===== src/lifo_stack_with_search_assert.svh =====
// Assertion macros for the LIFO stack with search.
// Used by the top level; expects clk and rst_n in scope.
`ifndef LIFO_STACK_WITH_SEARCH_ASSERT_SVH
`define LIFO_STACK_WITH_SEARCH_ASSERT_SVH

// Same-cycle implication, disabled in reset.
`define LSWS_ASSERT(lbl, ante, cons, msg) \
  lbl: assert property (@(posedge clk) disable iff (!rst_n) (ante) |-> (cons)) \
    else $error(msg);

// Next-cycle implication, disabled in reset.
`define LSWS_ASSERT_NXT(lbl, ante, cons, msg) \
  lbl: assert property (@(posedge clk) disable iff (!rst_n) (ante) |=> (cons)) \
    else $error(msg);

`endif


===== src/lsws_pkg.sv =====
// Shared types, constants and word helpers for the LIFO stack with search.
// No dependencies.
package lsws_pkg;

  localparam int DEPTH     = 256;
  localparam int WORD_BITS = 32;
  localparam int CNT_W     = $clog2(DEPTH + 1);
  localparam int IDX_W     = $clog2(DEPTH);

  typedef logic [WORD_BITS-1:0] word_t;

  typedef enum logic [1:0] {
    MODE_PUSH   = 2'd0,
    MODE_POP    = 2'd1,
    MODE_PEEK   = 2'd2,
    MODE_SEARCH = 2'd3
  } mode_e_t;

  typedef enum logic [1:0] {
    STAT_OK        = 2'd0,
    STAT_EMPTY     = 2'd1,
    STAT_FULL      = 2'd2,
    STAT_NOT_FOUND = 2'd3
  } status_e_t;

  typedef enum logic [1:0] {
    CELL_HOLD = 2'd0,
    CELL_PUSH = 2'd1,
    CELL_POP  = 2'd2,
    CELL_ROT  = 2'd3
  } cell_op_t;

  typedef struct packed {
    mode_e_t            mode;
    logic signed [31:0] value;
  } in_t;

  typedef struct packed {
    status_e_t          status;
    logic signed [31:0] result_value;
    logic [7:0]         match_position;
    logic [8:0]         entry_count;
  } out_t;

  // Control broadcast from the sequencer to the cell row.
  typedef struct packed {
    cell_op_t op;
    word_t    push_word;
  } cell_ctl_t;

  // Sequencer status seen by the top level.
  typedef struct packed {
    logic             busy;
    logic [CNT_W-1:0] cnt;
  } ctl_stat_t;

  // 32-bit field -> stored word: sign-extend, then cut to WORD_BITS.
  function automatic word_t word_in(input logic [31:0] v);
    return word_t'($signed(v));
  endfunction

  // Stored word -> 32-bit field: sign-extend from WORD_BITS, then cut.
  function automatic logic [31:0] word_out(input word_t w);
    return 32'($signed(w));
  endfunction

endpackage


===== src/lsws_ctl.sv =====
// Sequencer: handshakes, entry count, search walk and result register.
// Depends on lsws_pkg.
module lsws_ctl import lsws_pkg::*; (
  input  logic      clk,
  input  logic      rst_n,
  input  logic      in_valid,
  output logic      in_stall,
  input  in_t       in_data,
  output logic      out_valid,
  input  logic      out_stall,
  output out_t      out_data,
  input  word_t     top_word,
  output cell_ctl_t cell_ctl,
  output ctl_stat_t stat
);

  typedef enum logic [1:0] {
    S_IDLE = 2'b01,
    S_SRCH = 2'b10
  } state_t;

  state_t           state_r, state_nxt;
  logic [CNT_W-1:0] cnt_r, cnt_nxt;
  word_t            key_r, key_nxt;
  logic [IDX_W-1:0] step_r, step_nxt;
  logic [IDX_W-1:0] pos_r, pos_nxt;
  logic             found_r, found_nxt;
  logic             out_valid_r, out_valid_nxt;
  out_t             out_r, out_nxt;
  logic             accept;
  logic             hit;
  word_t            in_word;

  function automatic out_t mk_out(input status_e_t st, input logic [31:0] rv,
                                  input logic [IDX_W-1:0] pos,
                                  input logic [CNT_W-1:0] cnt);
    out_t o;
    o.status         = st;
    o.result_value   = rv;
    o.match_position = 8'(pos);
    o.entry_count    = 9'(cnt);
    return o;
  endfunction

  assign in_stall = !((state_r == S_IDLE) && (!out_valid_r || !out_stall));
  assign accept   = in_valid && !in_stall;
  assign hit      = (top_word == key_r);
  assign in_word  = word_in(in_data.value);

  always_comb begin
    state_nxt      = state_r;
    cnt_nxt        = cnt_r;
    key_nxt        = key_r;
    step_nxt       = step_r;
    pos_nxt        = pos_r;
    found_nxt      = found_r;
    out_valid_nxt  = out_valid_r && out_stall;
    out_nxt        = out_r;
    cell_ctl.op    = CELL_HOLD;
    cell_ctl.push_word = in_word;

    unique case (state_r)
      S_IDLE: begin
        if (accept) begin
          out_valid_nxt = 1'b1;
          unique case (in_data.mode)
            MODE_PUSH: begin
              if (cnt_r == CNT_W'(DEPTH)) begin
                out_nxt = mk_out(STAT_FULL, 32'd0, '0, cnt_r);
              end else begin
                cell_ctl.op = CELL_PUSH;
                cnt_nxt     = cnt_r + 1'b1;
                out_nxt     = mk_out(STAT_OK, 32'd0, '0, cnt_r + 1'b1);
              end
            end
            MODE_POP: begin
              if (cnt_r == '0) begin
                out_nxt = mk_out(STAT_EMPTY, 32'd0, '0, cnt_r);
              end else begin
                cell_ctl.op = CELL_POP;
                cnt_nxt     = cnt_r - 1'b1;
                out_nxt     = mk_out(STAT_OK, word_out(top_word), '0, cnt_r - 1'b1);
              end
            end
            MODE_PEEK: begin
              if (cnt_r == '0) begin
                out_nxt = mk_out(STAT_EMPTY, 32'd0, '0, cnt_r);
              end else begin
                out_nxt = mk_out(STAT_OK, word_out(top_word), '0, cnt_r);
              end
            end
            MODE_SEARCH: begin
              if (cnt_r == '0) begin
                out_nxt = mk_out(STAT_NOT_FOUND, 32'd0, '0, cnt_r);
              end else begin
                out_valid_nxt = 1'b0;
                state_nxt     = S_SRCH;
                key_nxt       = in_word;
                step_nxt      = '0;
                pos_nxt       = '0;
                found_nxt     = 1'b0;
              end
            end
            default: ;
          endcase
        end
      end
      S_SRCH: begin
        // Rotate one entry through the top per cycle; first hit is nearest top.
        cell_ctl.op = CELL_ROT;
        step_nxt    = step_r + 1'b1;
        if (hit && !found_r) begin
          found_nxt = 1'b1;
          pos_nxt   = step_r;
        end
        if (CNT_W'(step_r) == cnt_r - 1'b1) begin
          state_nxt     = S_IDLE;
          out_valid_nxt = 1'b1;
          if (found_r || hit) begin
            out_nxt = mk_out(STAT_OK, word_out(key_r), found_r ? pos_r : step_r, cnt_r);
          end else begin
            out_nxt = mk_out(STAT_NOT_FOUND, 32'd0, '0, cnt_r);
          end
        end
      end
      default: state_nxt = S_IDLE;
    endcase
  end

  always_ff @(posedge clk) begin
    if (!rst_n) begin
      state_r     <= S_IDLE;
      cnt_r       <= '0;
      out_valid_r <= 1'b0;
      found_r     <= 1'b0;
      step_r      <= '0;
    end else begin
      state_r     <= state_nxt;
      cnt_r       <= cnt_nxt;
      out_valid_r <= out_valid_nxt;
      found_r     <= found_nxt;
      step_r      <= step_nxt;
    end
  end

  always_ff @(posedge clk) begin
    key_r <= key_nxt;
    pos_r <= pos_nxt;
    out_r <= out_nxt;
  end

  assign out_valid = out_valid_r;
  assign out_data  = out_r;
  assign stat.busy = (state_r == S_SRCH);
  assign stat.cnt  = cnt_r;

endmodule


===== config.mk =====
export PLATFORM = sky130hd
export DESIGN_NAME = lsws_ctl
export DESIGN_NICKNAME = d
export VERILOG_FILES = /design/src/lifo_stack_with_search_assert.svh /design/src/lsws_pkg.sv /design/src/lsws_ctl.sv
export SDC_FILE = /design/constraint.sdc
export NUM_CORES = 1
export LEC_CHECK = 0
export BUFFER_PORTS_ARGS = -buffer_cell sky130_fd_sc_hd__clkbuf_2
export CAP_MARGIN = 15
export CORE_MARGIN = 2
export CORE_UTILIZATION = 47
export CTS_CLUSTER_SIZE = 24
export DETAILED_ROUTE_END_ITERATION = 6
export PLACE_DENSITY = 0.72
export RECOVER_POWER = 100
export SLEW_MARGIN = 20
export SYNTH_ARGS = -nofsm -noshare
export SYNTH_HDL_FRONTEND = slang
export SYNTH_SLANG_ARGS = --single-unit

===== constraint.sdc =====
create_clock -name clk -period 6.6 [get_ports clk]
set_clock_uncertainty 0.15 [all_clocks]
set_input_delay 0.99 -clock clk [delete_from_list [all_inputs] [get_ports clk]]
set_output_delay 0.99 -clock clk [all_outputs]
set_load 0.1 [all_outputs]

==> flow_metrics.tcl <==
set metrics [dict create \
    status "complete, but fails checks" \
    failed_checks "max-capacitance violations, max-slew violations" \
    synth_flop_cell "edfxtp_1" \
    vias_per_cell 5.61 \
    syn2layout_area_growth_pct 13.9 \
    seqPwrFrac 0.375 \
    drtIter0Drc 420 \
    endpoint_kind "output pin" \
    yosys.cell_types.count 57 \
    leakage_nw 2.39 \
    fin_crit_sh 0.813 \
    clockBufferDepth 2 \
    synth_fp_nets 598 \
    hold_class "register to register" \
    row_count 40 \
    n_antenna_cell 0 \
    cp.required_ns 5.46 \
    chipHeight_microns 116 \
    cpPeakStageDelay_ns 1.50 \
    grt_pass1_vias 4378 \
    gp_congestion 0.938 \
    ir_drop_uv 185 \
    grt_max_degree 33 \
    fp.dieW_microns 116 \
    syn_area_sq_um 5880 \
    synth_area_leaders "edfxtp_1 47%, dfxtp_1 7.2%, xor2_1 6.7%" \
    wl_microns 15100 \
    htreeDepth 3 \
    io-pin-count 167 \
    postCtsSetupBuffers 0 \
    drtPass1Iterations 5 \
    grt_overflow 0 \
    final_nets 715 \
    synth_seq_area_share 0.537 \
    clkPwrFrac 0.226 \
    maxSlewViolCount 55 \
    p_int_mw 1.31 \
    synth_seq_cells 112 \
    rsz0062_at_grt "no" \
    crit_slowest_cell "a311oi_1" \
    fin_ws_ns 1.23 \
    port_buffers 166 \
    crit_path_cell_trace "inv_1 -> ha_1 -> nor3b_1 -> a311oi_1 -> a21oi_1 -> nor2_1 -> clkbuf_1" \
    wl_per_cell_microns 18.6 \
    maxCapViolCount 3 \
    synth_common_cells "91 x edfxtp_1, 45 x xor2_1, 33 x buf_4" \
    dpl-instance-area_sq_um 6600 \
    worst_slew_pin_slew_ns 1.89 \
    worstPathArrival_ns 4.23 \
    grt_usage 0.226 \
    final_util 0.553 \
    initial_core_util 0.485 \
    postSynthCellCount 522 \
    crit_path_start_kind "register" \
    cts_buffers 9 \
    synth_top_area_frac 0.465 \
    clk_pin_slew_ns 0.08 \
    coreArea_sq_um 12100 \
    dp_hpwl_microns 10900 \
    swShare 0.467 \
    clockRootBuffer "clkbuf_16" \
    dp_slack_ns 2.54 \
    fin_tns_setup_ns 0 \
    vias 4557 \
    cts.sinks 112 \
    avgSynthCellArea_sq_um 11.3 \
    comb_power_share 0.399 \
    p_per_area_nw_per_um2 367 \
    critPathKind "register to output pin" \
    grt_pass1_wl_microns 23200 \
    synth_edf_count 91 \
    cts_resized 0 \
    p_sw_mw 1.15 \
    die-area_sq_um 13400 \
    max_freq_ghz 0.186 \
    cts_tree "done" \
    hold_violations 0 \
    stdcell_area_sq_um 6690 \
    layout-drive-gt1-share 0.101 \
    path_buf_inv 2 \
    insertion_delay_ns 0.35 \
    ant_nets 0 \
    crit_family "compound AO/OA/AOI/OAI gates" \
    cts_hold_buf 0 \
    setup_viol 0 \
    ys_warn_count 0 \
    drc 0 \
    relSlewSlack -0.271 \
    crit_path_max_fanout 14 \
    antenna_found_initial 0 \
    period_minus_slack_ns 5.37 \
    yosysMostFrequentCell "edfxtp_1" \
    synthArstFlopShare 0 \
    netlist.top_cell.by_area "edfxtp_1" \
]
-- through the flow --
stage | power [mW] | hold WS (ns) | cells
3_5_place_dp | 1.94 | 0.388 | 796
2_1_floorplan | 1.78 | 0.352 | 522
5_1_grt | 2.53 | 0.434 | 812
6_report | 2.46 | 0.407 | 812
3_3_place_gp | 1.94 | 0.366 | 796
4_1_cts | 2.49 | 0.409 | 812
-- final timing paths --
| kind | from | to | slack [ns] | cells after the start |
|---|---|---|---|---|
| worst min register to register | state_r[0] | state_r[0] | 0.41 | 2 |
| worst max-delay path | cnt_r[0] | cell_ctl[32] | 1.23 | 7 |
| worst max register to register | cnt_r[1] | out_data[41] | 2.12 | 8 |
| worst min-delay path | state_r[0] | state_r[0] | 0.41 | 2 |
-- metal layers --
metal,global-route usage,routed length (microns)
met5,0,0
met2,0.367,7200
met1,0.306,6590
met4,0.0873,283
met3,0.0345,998
-- registers in the layout, summed over array words and instances, names as in the netlist --
| name | cells |
|---|---|
| out_data | 51 |
| key_r | 32 |
| cnt_r | 9 |
| pos_r | 8 |
| step_r | 8 |
| state_r | 2 |
| found_r | 1 |
| out_valid | 1 |
-- kinds of logic after synthesis --
kind of cell,Yosys count,share of synthesized area
AO/OA/AOI/OAI,109,0.133
XOR/XNOR,61,0.0909
adder cells (fa/ha/maj),6,0.0128
buffers and inverters,77,0.0750
flip-flops,112,0.537
multiplexers,10,0.0172
AND/OR/NAND/NOR,147,0.134
-- cell usage in the layout, fill, tap and decap left out, types with 5 or more instances in the layout --
cell / synthesis / routed
xor2_1: 45 / 45
nor3_1: 10 / 9
and3_1: 9 / 9
nand2_1: 23 / 23
nor2_1: 30 / 30
clkbuf_2: 0 / 40
nand4_1: 10 / 10
nor4_1: 10 / 10
xnor2_1: 16 / 16
nand3_1: 7 / 7
mux2i_1: 9 / 9
and2_0: 0 / 11
a21oi_1: 15 / 15
a31oi_1: 7 / 7
clkbuf_16: 0 / 9
o31ai_1: 5 / 5
edfxtp_1: 91 / 91
o21ai_0: 23 / 24
nor2b_1: 15 / 16
inv_1: 8 / 8
clkbuf_1: 23 / 132
a22o_1: 32 / 32
ha_1: 6 / 6
dfxtp_1: 21 / 21
-- worst register-to-register path, cell delays in order (launching register included) --
cell and delay, ns:
dfxtp_1 0.43, inv_1 0.22, ha_1 0.41, or3b_2 0.52, o21ai_0 0.28, nand4_1 0.18
o41a_1 0.51, nor3b_1 0.26, clkbuf_1 1.13
-- power by group through the flow --
stage          combinational, mW  clock (mW)  sequential (mW)
5_1_grt                     1.02       0.587            0.930
3_3_place_gp                1.01           0            0.930
3_5_place_dp                1.01           0            0.935
4_1_cts                     1.01       0.562            0.919
2_1_floorplan              0.313           0             1.47
6_report                   0.980       0.556            0.920
-- final cells by class --
class,instances,area (sq um)
fillers,1121,5420
flip-flops and latches,112,3150
multi-input cells,333,2280
repair buffers,174,714
clock buffers,10,229
well taps,168,210
clock inverters,6,68.8
inverters,9,33.8
No activity file was read; power rests on OpenSTA's default activity.
