--- config.mk ---
export PLATFORM = sky130hd
export DESIGN_NAME = lsws_cell
export DESIGN_NICKNAME = d
export VERILOG_FILES = /design/src/lifo_stack_with_search_assert.svh /design/src/lsws_pkg.sv /design/src/lsws_cell.sv
export SDC_FILE = /design/constraint.sdc
export NUM_CORES = 1
export LEC_CHECK = 0
export BUFFER_PORTS_ARGS = -buffer_cell sky130_fd_sc_hd__buf_2
export CELL_PAD_IN_SITES_DETAIL_PLACEMENT = 0
export CELL_PAD_IN_SITES_GLOBAL_PLACEMENT = 1
export CORE_MARGIN = 2
export CORE_UTILIZATION = 29
export DETAILED_ROUTE_END_ITERATION = 8
export HOLD_SLACK_MARGIN = 0.03
export PLACE_DENSITY = 0.91
export SLEW_MARGIN = 5
export SYNTH_ARGS = -nofsm -noshare
export SYNTH_HDL_FRONTEND = slang
export SYNTH_SLANG_ARGS = --single-unit
--- constraint.sdc ---
create_clock -name clk -period 2.3 [get_ports clk]
set_clock_uncertainty 0.1 [all_clocks]
set_input_delay 0.46 -clock clk [delete_from_list [all_inputs] [get_ports clk]]
set_output_delay 0.46 -clock clk [all_outputs]
set_load 0.02 [all_outputs]
--- src/lifo_stack_with_search_assert.svh ---
// Assertion macros for the LIFO stack with search.
// Used by the top level; expects clk and rst_n in scope.
`ifndef LIFO_STACK_WITH_SEARCH_ASSERT_SVH
`define LIFO_STACK_WITH_SEARCH_ASSERT_SVH

// Same-cycle implication, disabled in reset.
`define LSWS_ASSERT(lbl, ante, cons, msg) \
  lbl: assert property (@(posedge clk) disable iff (!rst_n) (ante) |-> (cons)) \
    else $error(msg);

// Next-cycle implication, disabled in reset.
`define LSWS_ASSERT_NXT(lbl, ante, cons, msg) \
  lbl: assert property (@(posedge clk) disable iff (!rst_n) (ante) |=> (cons)) \
    else $error(msg);

`endif

--- src/lsws_pkg.sv ---
// Shared types, constants and word helpers for the LIFO stack with search.
// No dependencies.
package lsws_pkg;

  localparam int DEPTH     = 256;
  localparam int WORD_BITS = 32;
  localparam int CNT_W     = $clog2(DEPTH + 1);
  localparam int IDX_W     = $clog2(DEPTH);

  typedef logic [WORD_BITS-1:0] word_t;

  typedef enum logic [1:0] {
    MODE_PUSH   = 2'd0,
    MODE_POP    = 2'd1,
    MODE_PEEK   = 2'd2,
    MODE_SEARCH = 2'd3
  } mode_e_t;

  typedef enum logic [1:0] {
    STAT_OK        = 2'd0,
    STAT_EMPTY     = 2'd1,
    STAT_FULL      = 2'd2,
    STAT_NOT_FOUND = 2'd3
  } status_e_t;

  typedef enum logic [1:0] {
    CELL_HOLD = 2'd0,
    CELL_PUSH = 2'd1,
    CELL_POP  = 2'd2,
    CELL_ROT  = 2'd3
  } cell_op_t;

  typedef struct packed {
    mode_e_t            mode;
    logic signed [31:0] value;
  } in_t;

  typedef struct packed {
    status_e_t          status;
    logic signed [31:0] result_value;
    logic [7:0]         match_position;
    logic [8:0]         entry_count;
  } out_t;

  // Control broadcast from the sequencer to the cell row.
  typedef struct packed {
    cell_op_t op;
    word_t    push_word;
  } cell_ctl_t;

  // Sequencer status seen by the top level.
  typedef struct packed {
    logic             busy;
    logic [CNT_W-1:0] cnt;
  } ctl_stat_t;

  // 32-bit field -> stored word: sign-extend, then cut to WORD_BITS.
  function automatic word_t word_in(input logic [31:0] v);
    return word_t'($signed(v));
  endfunction

  // Stored word -> 32-bit field: sign-extend from WORD_BITS, then cut.
  function automatic logic [31:0] word_out(input word_t w);
    return 32'($signed(w));
  endfunction

endpackage

--- src/lsws_cell.sv ---
// One stack cell: holds a word, shifts with its neighbors.
// Depends on lsws_pkg.
module lsws_cell import lsws_pkg::*; (
  input  logic     clk,
  input  cell_op_t op,
  input  word_t    above_word,  // neighbor toward the top (push source)
  input  word_t    below_word,  // neighbor toward the bottom (pop source)
  input  word_t    wrap_word,   // top cell, for rotation
  input  logic     wrap_sel,    // this cell is the lowest held entry
  output word_t    word
);

  word_t word_r;
  word_t word_nxt;

  always_comb begin
    case (op)
      CELL_PUSH: word_nxt = above_word;
      CELL_POP:  word_nxt = below_word;
      CELL_ROT:  word_nxt = wrap_sel ? wrap_word : below_word;
      default:   word_nxt = word_r;
    endcase
  end

  always_ff @(posedge clk) begin
    word_r <= word_nxt;
  end

  assign word = word_r;

endmodule

==> impl_results.html, run 1 <==
<table>
<tr><th>Metric</th><th>Value</th></tr>
<tr><th colspan="2">Run status</th></tr>
<tr><td>Run status</td><td>finished, final reports clean</td></tr>
<tr><th colspan="2">Power</th></tr>
<tr><td>Cell area power density</td><td>572 nW/um^2</td></tr>
<tr><td>Static leakage</td><td>1.28 nW</td></tr>
<tr><td>Total power</td><td>0.00153 W</td></tr>
<tr><td>Worst-case vdd ir drop</td><td>0.000208 V</td></tr>
<tr><th colspan="2">Routing</th></tr>
<tr><td>Via count normalized by instance count</td><td>4.86</td></tr>
<tr><td>Vias</td><td>1853</td></tr>
<tr><td>Number of detailed-routing iterations run before antenna repair</td><td>4</td></tr>
<tr><td>Wire length per cell</td><td>12.6 um</td></tr>
<tr><td>1st-iter DRT viols</td><td>41</td></tr>
<tr><td>Final routed DRC violation total</td><td>0</td></tr>
<tr><td>Antenna-violating nets left</td><td>0</td></tr>
<tr><td>Total wirelength of the detailed-routed design</td><td>4820 um</td></tr>
<tr><th colspan="2">STA</th></tr>
<tr><td>Rel. slew slack</td><td>69.7%</td></tr>
<tr><td>Setup repair after global routing missed its margin</td><td>no</td></tr>
<tr><td>Slew at the pin closest to its max-slew limit</td><td>0.455 ns</td></tr>
<tr><td>Final critical-path share of the clock period</td><td>61.6%</td></tr>
<tr><td>Setup-violating endpoint count in the final report</td><td>0</td></tr>
<tr><td>Fmax achieved</td><td>0.706 GHz</td></tr>
<tr><td>Number of failing hold endpoints at the final stage</td><td>0</td></tr>
<tr><td>Max-slew violation total from the final report</td><td>0</td></tr>
<tr><td>Final critical path time including I/O delays and setup</td><td>1.42 ns</td></tr>
<tr><td>Post-route setup TNS</td><td>0 ns</td></tr>
<tr><th colspan="2">Logic synthesis</th></tr>
<tr><td>Cell accounting for the most synthesized area</td><td>sky130_fd_sc_hd__edfxtp_1</td></tr>
<tr><td>Cell area after synthesis</td><td>1920 sq um</td></tr>
<tr><td>Proportion of netlist area held by the largest area contributor</td><td>50.2%</td></tr>
<tr><td>Synth Instances</td><td>182</td></tr>
<tr><td>Synthesis Warnings</td><td>0</td></tr>
<tr><td>Post-synthesis register bit count</td><td>32</td></tr>
<tr><td>Syn_nets</td><td>282</td></tr>
<tr><td>Portion of the post-synthesis area used by sequential elements</td><td>50.2%</td></tr>
<tr><td>Avg Synthesized Cell Area</td><td>10.5 sq um</td></tr>
<tr><td>Number of library cell types mapped by synthesis</td><td>11</td></tr>
<tr><td>Main area contributors after synthesis</td><td>sky130_fd_sc_hd__edfxtp_1 (50%), sky130_fd_sc_hd__a21bo_1 (15%), sky130_fd_sc_hd__a31oi_1 (10%)</td></tr>
<tr><th colspan="2">Setup path</th></tr>
<tr><td>Critical path launch point type</td><td>input port</td></tr>
<tr><td>Worst setup EP type</td><td>register</td></tr>
<tr><td>Worst Path Required</td><td>2.21 ns</td></tr>
<tr><td>Critical path cell sequence</td><td>buf_2, buf_12, a21bo_1, a31oi_1</td></tr>
<tr><td>Count of buffering cells on the critical path with inverters included</td><td>2</td></tr>
<tr><td>Worst Setup Path Type</td><td>in2reg</td></tr>
<tr><td>Peak fanout along the critical path</td><td>40</td></tr>
<tr><td>CP top delay family</td><td>buffers and inverters</td></tr>
<tr><td>Critical path's slowest cell</td><td>sky130_fd_sc_hd__buf_2</td></tr>
<tr><td>Delay contributed by the slowest stage of the critical path</td><td>0.38 ns</td></tr>
<tr><td>Crit path arrival time</td><td>1.33 ns</td></tr>
<tr><th colspan="2">Layout</th></tr>
<tr><td>Most used cells in the layout excluding fill and tap cells</td><td>sky130_fd_sc_hd__buf_2 (131), sky130_fd_sc_hd__nand3_1 (32), sky130_fd_sc_hd__nor2_1 (32), sky130_fd_sc_hd__a31oi_1 (32), sky130_fd_sc_hd__edfxtp_1 (32)</td></tr>
<tr><td>Multi-input gate area</td><td>807 sq um</td></tr>
<tr><td>Register area</td><td>961 sq um</td></tr>
<tr><td>Most frequent standard cell in the layout excluding fill and tap cells</td><td>sky130_fd_sc_hd__buf_2</td></tr>
<tr><td>Total of fill cells in the finished design</td><td>654</td></tr>
<tr><td>Max FFs per register</td><td>32</td></tr>
<tr><td>Post-layout nets</td><td>404</td></tr>
<tr><td>Area growth from synthesis to final layout</td><td>39.5%</td></tr>
<tr><td>Count of inserted antenna diode cells</td><td>0</td></tr>
<tr><td>Fraction of layout cells with a size suffix above 1</td><td>47.7%</td></tr>
<tr><th colspan="2">Global route</th></tr>
<tr><td>Final global-route overflow total</td><td>0</td></tr>
<tr><td>Antenna violations before repair</td><td>0</td></tr>
<tr><td>Global-route wire length before repair</td><td>7780 um</td></tr>
<tr><td>Largest net degree at the start of global routing</td><td>47</td></tr>
<tr><td>Total Routing Usage GR</td><td>13.3%</td></tr>
<tr><td>Number of global-route vias before repair</td><td>1760</td></tr>
<tr><th colspan="2">Clock network</th></tr>
<tr><td>Number of clock buffers inserted by TritonCTS</td><td>5</td></tr>
<tr><td>Postcts setup bufs</td><td>0</td></tr>
<tr><td>Clock tree buffer depth</td><td>2</td></tr>
<tr><td>Total number of clock tree sinks</td><td>32</td></tr>
<tr><td>Number of gates resized after cts</td><td>0</td></tr>
<tr><td>Clock transition at the register clock pins on the worst setup and hold paths after CTS</td><td>0.06 ns</td></tr>
<tr><td>Root Buffer</td><td>sky130_fd_sc_hd__clkbuf_8</td></tr>
<tr><td>Hold-fix buffers at CTS</td><td>0</td></tr>
<tr><td>Clock tree from TritonCTS</td><td>yes</td></tr>
<tr><td>CTS H-tree lvls</td><td>2</td></tr>
<tr><th colspan="2">Placed design</th></tr>
<tr><td>Gpl congestion</td><td>0.706</td></tr>
<tr><td>Count of port buffers added during placement</td><td>131</td></tr>
<tr><th colspan="2">Run</th></tr>
<tr><td>Number of max-capacitance violations reported</td><td>0</td></tr>
<tr><th colspan="2">Floorplan</th></tr>
<tr><td>Top Ports</td><td>132</td></tr>
<tr><td>Overall die area</td><td>7270 sq um</td></tr>
<tr><td>Height of the die</td><td>85.3 um</td></tr>
<tr><td>Area inside the core boundary</td><td>6390 sq um</td></tr>
<tr><td>Die width</td><td>85.3 um</td></tr>
<tr><td>Initial Util</td><td>30.0%</td></tr>
<tr><td>Number of standard-cell rows in the floorplan</td><td>29</td></tr>
<tr><th colspan="2">Min path</th></tr>
<tr><td>Min-Delay Path Class</td><td>in2reg</td></tr>
</table>
## report_power, final
| group | leakage [nW] | internal, W | switching [W] | total (W) |
|---|---|---|---|---|
| logic | 0.914 | 0.000177 | 0.000228 | 0.000406 |
| clock network | 0.0391 | 0.000199 | 0.000186 | 0.000386 |
| registers | 0.323 | 0.000723 | 0.0000141 | 0.000737 |
| total | 1.28 | 0.00110 | 0.000429 | 0.00153 |
## per-stage QoR
stage	utilization (%)	std cells	setup slack (ns)	hold slack [ns]	instance area [sq um]
finish	41.8	381	0.883	0.428	2670
floorplan	-	182	0.288	0.614	1920
global route	41.8	381	0.818	0.429	2670
detailed placement	40.6	374	0.595	0.712	2590
global placement	40.6	374	0.648	0.705	2590
CTS	41.8	381	0.900	0.421	2670
## area by class of cell
class,instances,area share [%]
Sequential cell,32,36.0
Multi-Input combinational cell,129,30.2
Timing Repair Buffer,136,27.4
Tap cell,77,3.61
Clock buffer,5,2.58
Clock inverter,2,0.281
## Yosys cell counts
library cell                n
sky130_fd_sc_hd__nor2_1    32
sky130_fd_sc_hd__edfxtp_1  32
sky130_fd_sc_hd__buf_2     10
sky130_fd_sc_hd__a31oi_1   32
sky130_fd_sc_hd__nand3_1   32
sky130_fd_sc_hd__a21bo_2    4
sky130_fd_sc_hd__or2_1      1
sky130_fd_sc_hd__a21bo_1   28
sky130_fd_sc_hd__buf_6      6
sky130_fd_sc_hd__buf_4      3
sky130_fd_sc_hd__clkbuf_1   2
## kinds of logic (layout without fill, tap and decap cells)
logic type,count (synthesis),in the layout,synth area share (%)
simple gates,65,65,15.0
buf+inv,21,143,7.71
flops,32,32,50.2
compound gates,64,64,27.2
## layer usage
layer	vias to the layer above	routed length, um	track usage (%)
li1	927	-	-
met1	848	1960	15.0
met2	72	2370	23.6
met3	6	435	4.28
met4	0	48	4.62
met5	-	0	0
## worst paths after layout
path	slack, ns	cells past startpoint	startpoint	endpoint
max	0.88	4	wrap_sel	word[1]
min	0.43	3	above_word[16]	word[16]
Power figures use the tool's default switching activity.
==> inputs of run 2 (changes only) <==
Settings changed: ABC_AREA set to 1, CORE_UTILIZATION 29 to 26, PLACE_DENSITY 0.91 to 0.89.
Clock period 2.3 ns to 1.2 ns, I/O delays scaled along.
==> run 2 against run 1 <==
Flip-flop and latch count unchanged; critical path depth decreased by 3; worst hold slack lost 0.28 ns; routed wire length rose by 30%; clock power grew to 2.6 times the previous value; global-route usage grew 1.5 points; area after synthesis rose by 9.9%; power is 120% higher.
==> impl_results.html, run 2 <==
<table>
<tr><th>Metric</th><th>Value</th></tr>
<tr><th colspan="2">Run status</th></tr>
<tr><td>Run status</td><td>finished, final reports clean</td></tr>
<tr><th colspan="2">Routing</th></tr>
<tr><td>Vias</td><td>2287</td></tr>
<tr><td>Via count normalized by instance count</td><td>4.46</td></tr>
<tr><td>Antenna-violating nets left</td><td>0</td></tr>
<tr><td>Total wirelength of the detailed-routed design</td><td>6280 um</td></tr>
<tr><td>Wire length per cell</td><td>12.2 um</td></tr>
<tr><td>Final routed DRC violation total</td><td>0</td></tr>
<tr><td>Number of detailed-routing iterations run before antenna repair</td><td>4</td></tr>
<tr><td>1st-iter DRT viols</td><td>88</td></tr>
<tr><th colspan="2">Power</th></tr>
<tr><td>Static leakage</td><td>1.55 nW</td></tr>
<tr><td>Worst-case vdd ir drop</td><td>0.000466 V</td></tr>
<tr><td>Cell area power density</td><td>1120 nW/um^2</td></tr>
<tr><td>Total power</td><td>0.00333 W</td></tr>
<tr><th colspan="2">Setup path</th></tr>
<tr><td>Count of buffering cells on the critical path with inverters included</td><td>1</td></tr>
<tr><td>Peak fanout along the critical path</td><td>1</td></tr>
<tr><td>Critical path's slowest cell</td><td>sky130_fd_sc_hd__edfxtp_1</td></tr>
<tr><td>Critical path launch point type</td><td>register</td></tr>
<tr><td>Critical path cell sequence</td><td>buf_2</td></tr>
<tr><td>CP top delay family</td><td>flip-flops</td></tr>
<tr><td>Worst Path Required</td><td>0.86 ns</td></tr>
<tr><td>Worst Setup Path Type</td><td>reg2out</td></tr>
<tr><td>Delay contributed by the slowest stage of the critical path</td><td>0.38 ns</td></tr>
<tr><td>Crit path arrival time</td><td>0.84 ns</td></tr>
<tr><td>Worst setup EP type</td><td>output port</td></tr>
<tr><th colspan="2">Logic synthesis</th></tr>
<tr><td>Synth Area in Adders</td><td>0%</td></tr>
<tr><td>Compound-gate portion of the synthesized area</td><td>0%</td></tr>
<tr><td>Ranking of synthesized cells by instance count</td><td>sky130_fd_sc_hd__nand2_1 (151), sky130_fd_sc_hd__nand3_1 (64), sky130_fd_sc_hd__edfxtp_1 (32), sky130_fd_sc_hd__nand2_2 (11), sky130_fd_sc_hd__buf_4 (7)</td></tr>
<tr><td>Largest family of logic cells by synthesized area</td><td>simple AND/OR/NAND/NOR gates</td></tr>
<tr><td>Synth Instances</td><td>282</td></tr>
<tr><td>Number of enable-type register cells in the synthesized netlist</td><td>32</td></tr>
<tr><td>Proportion of synthesized area in mux cells</td><td>0%</td></tr>
<tr><td>Most used standard cell by instance count after synthesis</td><td>sky130_fd_sc_hd__nand2_1</td></tr>
<tr><td>Cell area after synthesis</td><td>2100 sq um</td></tr>
<tr><td>XOR/XNOR share of the synthesized area</td><td>0%</td></tr>
<tr><td>Synthesis Warnings</td><td>0</td></tr>
<tr><td>Share of synthesized registers carrying an async set or reset</td><td>0%</td></tr>
<tr><td>Portion of the post-synthesis area used by sequential elements</td><td>45.7%</td></tr>
<tr><td>Cell accounting for the most synthesized area</td><td>sky130_fd_sc_hd__edfxtp_1</td></tr>
<tr><td>Number of library cell types mapped by synthesis</td><td>12</td></tr>
<tr><td>Proportion of netlist area held by the largest area contributor</td><td>45.7%</td></tr>
<tr><td>Syn_nets</td><td>382</td></tr>
<tr><td>Post-synthesis register bit count</td><td>32</td></tr>
<tr><td>Simple-gate portion of the synthesized area</td><td>45.4%</td></tr>
<tr><td>Main area contributors after synthesis</td><td>sky130_fd_sc_hd__edfxtp_1 (46%), sky130_fd_sc_hd__nand2_1 (27%), sky130_fd_sc_hd__nand3_1 (15%)</td></tr>
<tr><td>Avg Synthesized Cell Area</td><td>7.46 sq um</td></tr>
<tr><td>Primary flip-flop cell chosen by synthesis mapping</td><td>sky130_fd_sc_hd__edfxtp_1</td></tr>
<tr><th colspan="2">Global route</th></tr>
<tr><td>Final global-route overflow total</td><td>0</td></tr>
<tr><td>Antenna violations before repair</td><td>0</td></tr>
<tr><td>Number of global-route vias before repair</td><td>2291</td></tr>
<tr><td>Largest net degree at the start of global routing</td><td>33</td></tr>
<tr><td>Total Routing Usage GR</td><td>14.8%</td></tr>
<tr><td>Global-route wire length before repair</td><td>10300 um</td></tr>
<tr><th colspan="2">STA</th></tr>
<tr><td>Rel. slew slack</td><td>77.5%</td></tr>
<tr><td>Worst hold slack</td><td>0.148 ns</td></tr>
<tr><td>Slew at the pin closest to its max-slew limit</td><td>0.338 ns</td></tr>
<tr><td>Max-slew violation total from the final report</td><td>0</td></tr>
<tr><td>Setup-violating endpoint count in the final report</td><td>0</td></tr>
<tr><td>Final critical-path share of the clock period</td><td>98.1%</td></tr>
<tr><td>Number of failing hold endpoints at the final stage</td><td>0</td></tr>
<tr><td>Setup repair after global routing missed its margin</td><td>yes</td></tr>
<tr><td>Fmax achieved</td><td>0.850 GHz</td></tr>
<tr><td>Post-route setup TNS</td><td>0 ns</td></tr>
<tr><td>Final critical path time including I/O delays and setup</td><td>1.18 ns</td></tr>
<tr><td>Post-route worst setup slack</td><td>0.0230 ns</td></tr>
<tr><th colspan="2">Clock network</th></tr>
<tr><td>Number of clock buffers inserted by TritonCTS</td><td>5</td></tr>
<tr><td>Total number of clock tree sinks</td><td>32</td></tr>
<tr><td>Hold-fix buffers at CTS</td><td>0</td></tr>
<tr><td>Clock tree from TritonCTS</td><td>yes</td></tr>
<tr><td>Clock tree buffer depth</td><td>2</td></tr>
<tr><td>Root Buffer</td><td>sky130_fd_sc_hd__clkbuf_8</td></tr>
<tr><td>CTS H-tree lvls</td><td>2</td></tr>
<tr><td>Clock transition at the register clock pins on the worst setup and hold paths after CTS</td><td>0.07 ns</td></tr>
<tr><th colspan="2">Layout</th></tr>
<tr><td>Area growth from synthesis to final layout</td><td>41.1%</td></tr>
<tr><td>Total of fill cells in the finished design</td><td>837</td></tr>
<tr><td>Register area</td><td>961 sq um</td></tr>
<tr><td>Count of inserted antenna diode cells</td><td>0</td></tr>
<tr><td>Fraction of layout cells with a size suffix above 1</td><td>39.4%</td></tr>
<tr><td>Most used cells in the layout excluding fill and tap cells</td><td>sky130_fd_sc_hd__nand2_1 (150), sky130_fd_sc_hd__buf_2 (127), sky130_fd_sc_hd__nand3_1 (64)</td></tr>
<tr><td>Max FFs per register</td><td>32</td></tr>
<tr><td>Most frequent standard cell in the layout excluding fill and tap cells</td><td>sky130_fd_sc_hd__nand2_1</td></tr>
<tr><td>Multi-input gate area</td><td>972 sq um</td></tr>
<tr><td>Post-layout nets</td><td>510</td></tr>
<tr><th colspan="2">Placed design</th></tr>
<tr><td>Gpl congestion</td><td>0.743</td></tr>
<tr><td>DPL Wire Length</td><td>4710 um</td></tr>
<tr><td>Count of port buffers added during placement</td><td>131</td></tr>
<tr><td>Post-Place Worst Slack</td><td>-0.0499 ns</td></tr>
<tr><th colspan="2">Floorplan</th></tr>
<tr><td>Initial Util</td><td>27.1%</td></tr>
<tr><td>Number of standard-cell rows in the floorplan</td><td>32</td></tr>
<tr><td>Overall die area</td><td>8830 sq um</td></tr>
<tr><td>Height of the die</td><td>94.0 um</td></tr>
<tr><td>Die width</td><td>94.0 um</td></tr>
<tr><td>Top Ports</td><td>132</td></tr>
<tr><td>Area inside the core boundary</td><td>7770 sq um</td></tr>
<tr><th colspan="2">Run</th></tr>
<tr><td>Number of max-capacitance violations reported</td><td>0</td></tr>
<tr><th colspan="2">Min path</th></tr>
<tr><td>Min-Delay Path Class</td><td>in2reg</td></tr>
</table>
==> run 2: cell types whose count changed in the layout (fill, tap and decap cells not counted), sizes merged <==
cell    before  now
or2          1    0
a21bo       32    0
nor2        32    0
nand2        0  162
a31oi       32    0
inv          0    4
buf        136  141
nand3       32   64
bufinv       0    1
==> run 2: metal layers <==
metal	global-route usage (%)	routed length (um)
met1	17.9	2700
met2	25.8	2950
met3	4.09	579
met4	4.23	56
met5	0	0
==> run 2: kinds of logic after synthesis <==
family,Yosys count
AND/OR/NAND/NOR,226
flip-flops,32
buffers and inverters,24
==> run 2: final cells by class <==
cell class | count | area share [%]
Multi-Input combinational cell | 226 | 32.7
Sequential cell | 32 | 32.4
Timing Repair Buffer | 141 | 26.3
Tap cell | 102 | 4.30
Clock buffer | 5 | 2.32
Clock inverter | 3 | 1.26
Inverter | 4 | 0.758
==> run 2: through the flow <==
step / cells / cell area, sq um / utilization, %
final: 513 / 2970 / 38.2
after global routing: 513 / 2970 / 38.2
after CTS: 513 / 2950 / 37.9
after detailed placement: 505 / 2840 / 36.5
after global placement: 505 / 2840 / 36.5
after floorplan: 282 / 2120 / -
==> run 2: path summary, 6_finish.rpt <==
kind | start | endpoint | slack [ns] | cells past startpoint
worst max-delay path | word[31] | word[31] | 0.02 | 1
worst min-delay path | above_word[6] | word[6] | 0.15 | 3
==> run 2: power breakdown <==
part | switching, W | leakage [nW] | total (W) | internal, W
clock network | 0.000399 | 0.0532 | 0.00100 | 0.000604
logic | 0.000536 | 1.17 | 0.000895 | 0.000359
registers | 0.0000373 | 0.331 | 0.00143 | 0.00139
total | 0.000973 | 1.55 | 0.00333 | 0.00236
==> run 2: timing repair <==
action	in CTS	in global routing
setup buffers	0	0
resized for setup	0	8
endpoints found under the hold margin	0	0
endpoints found under the setup margin	0	5
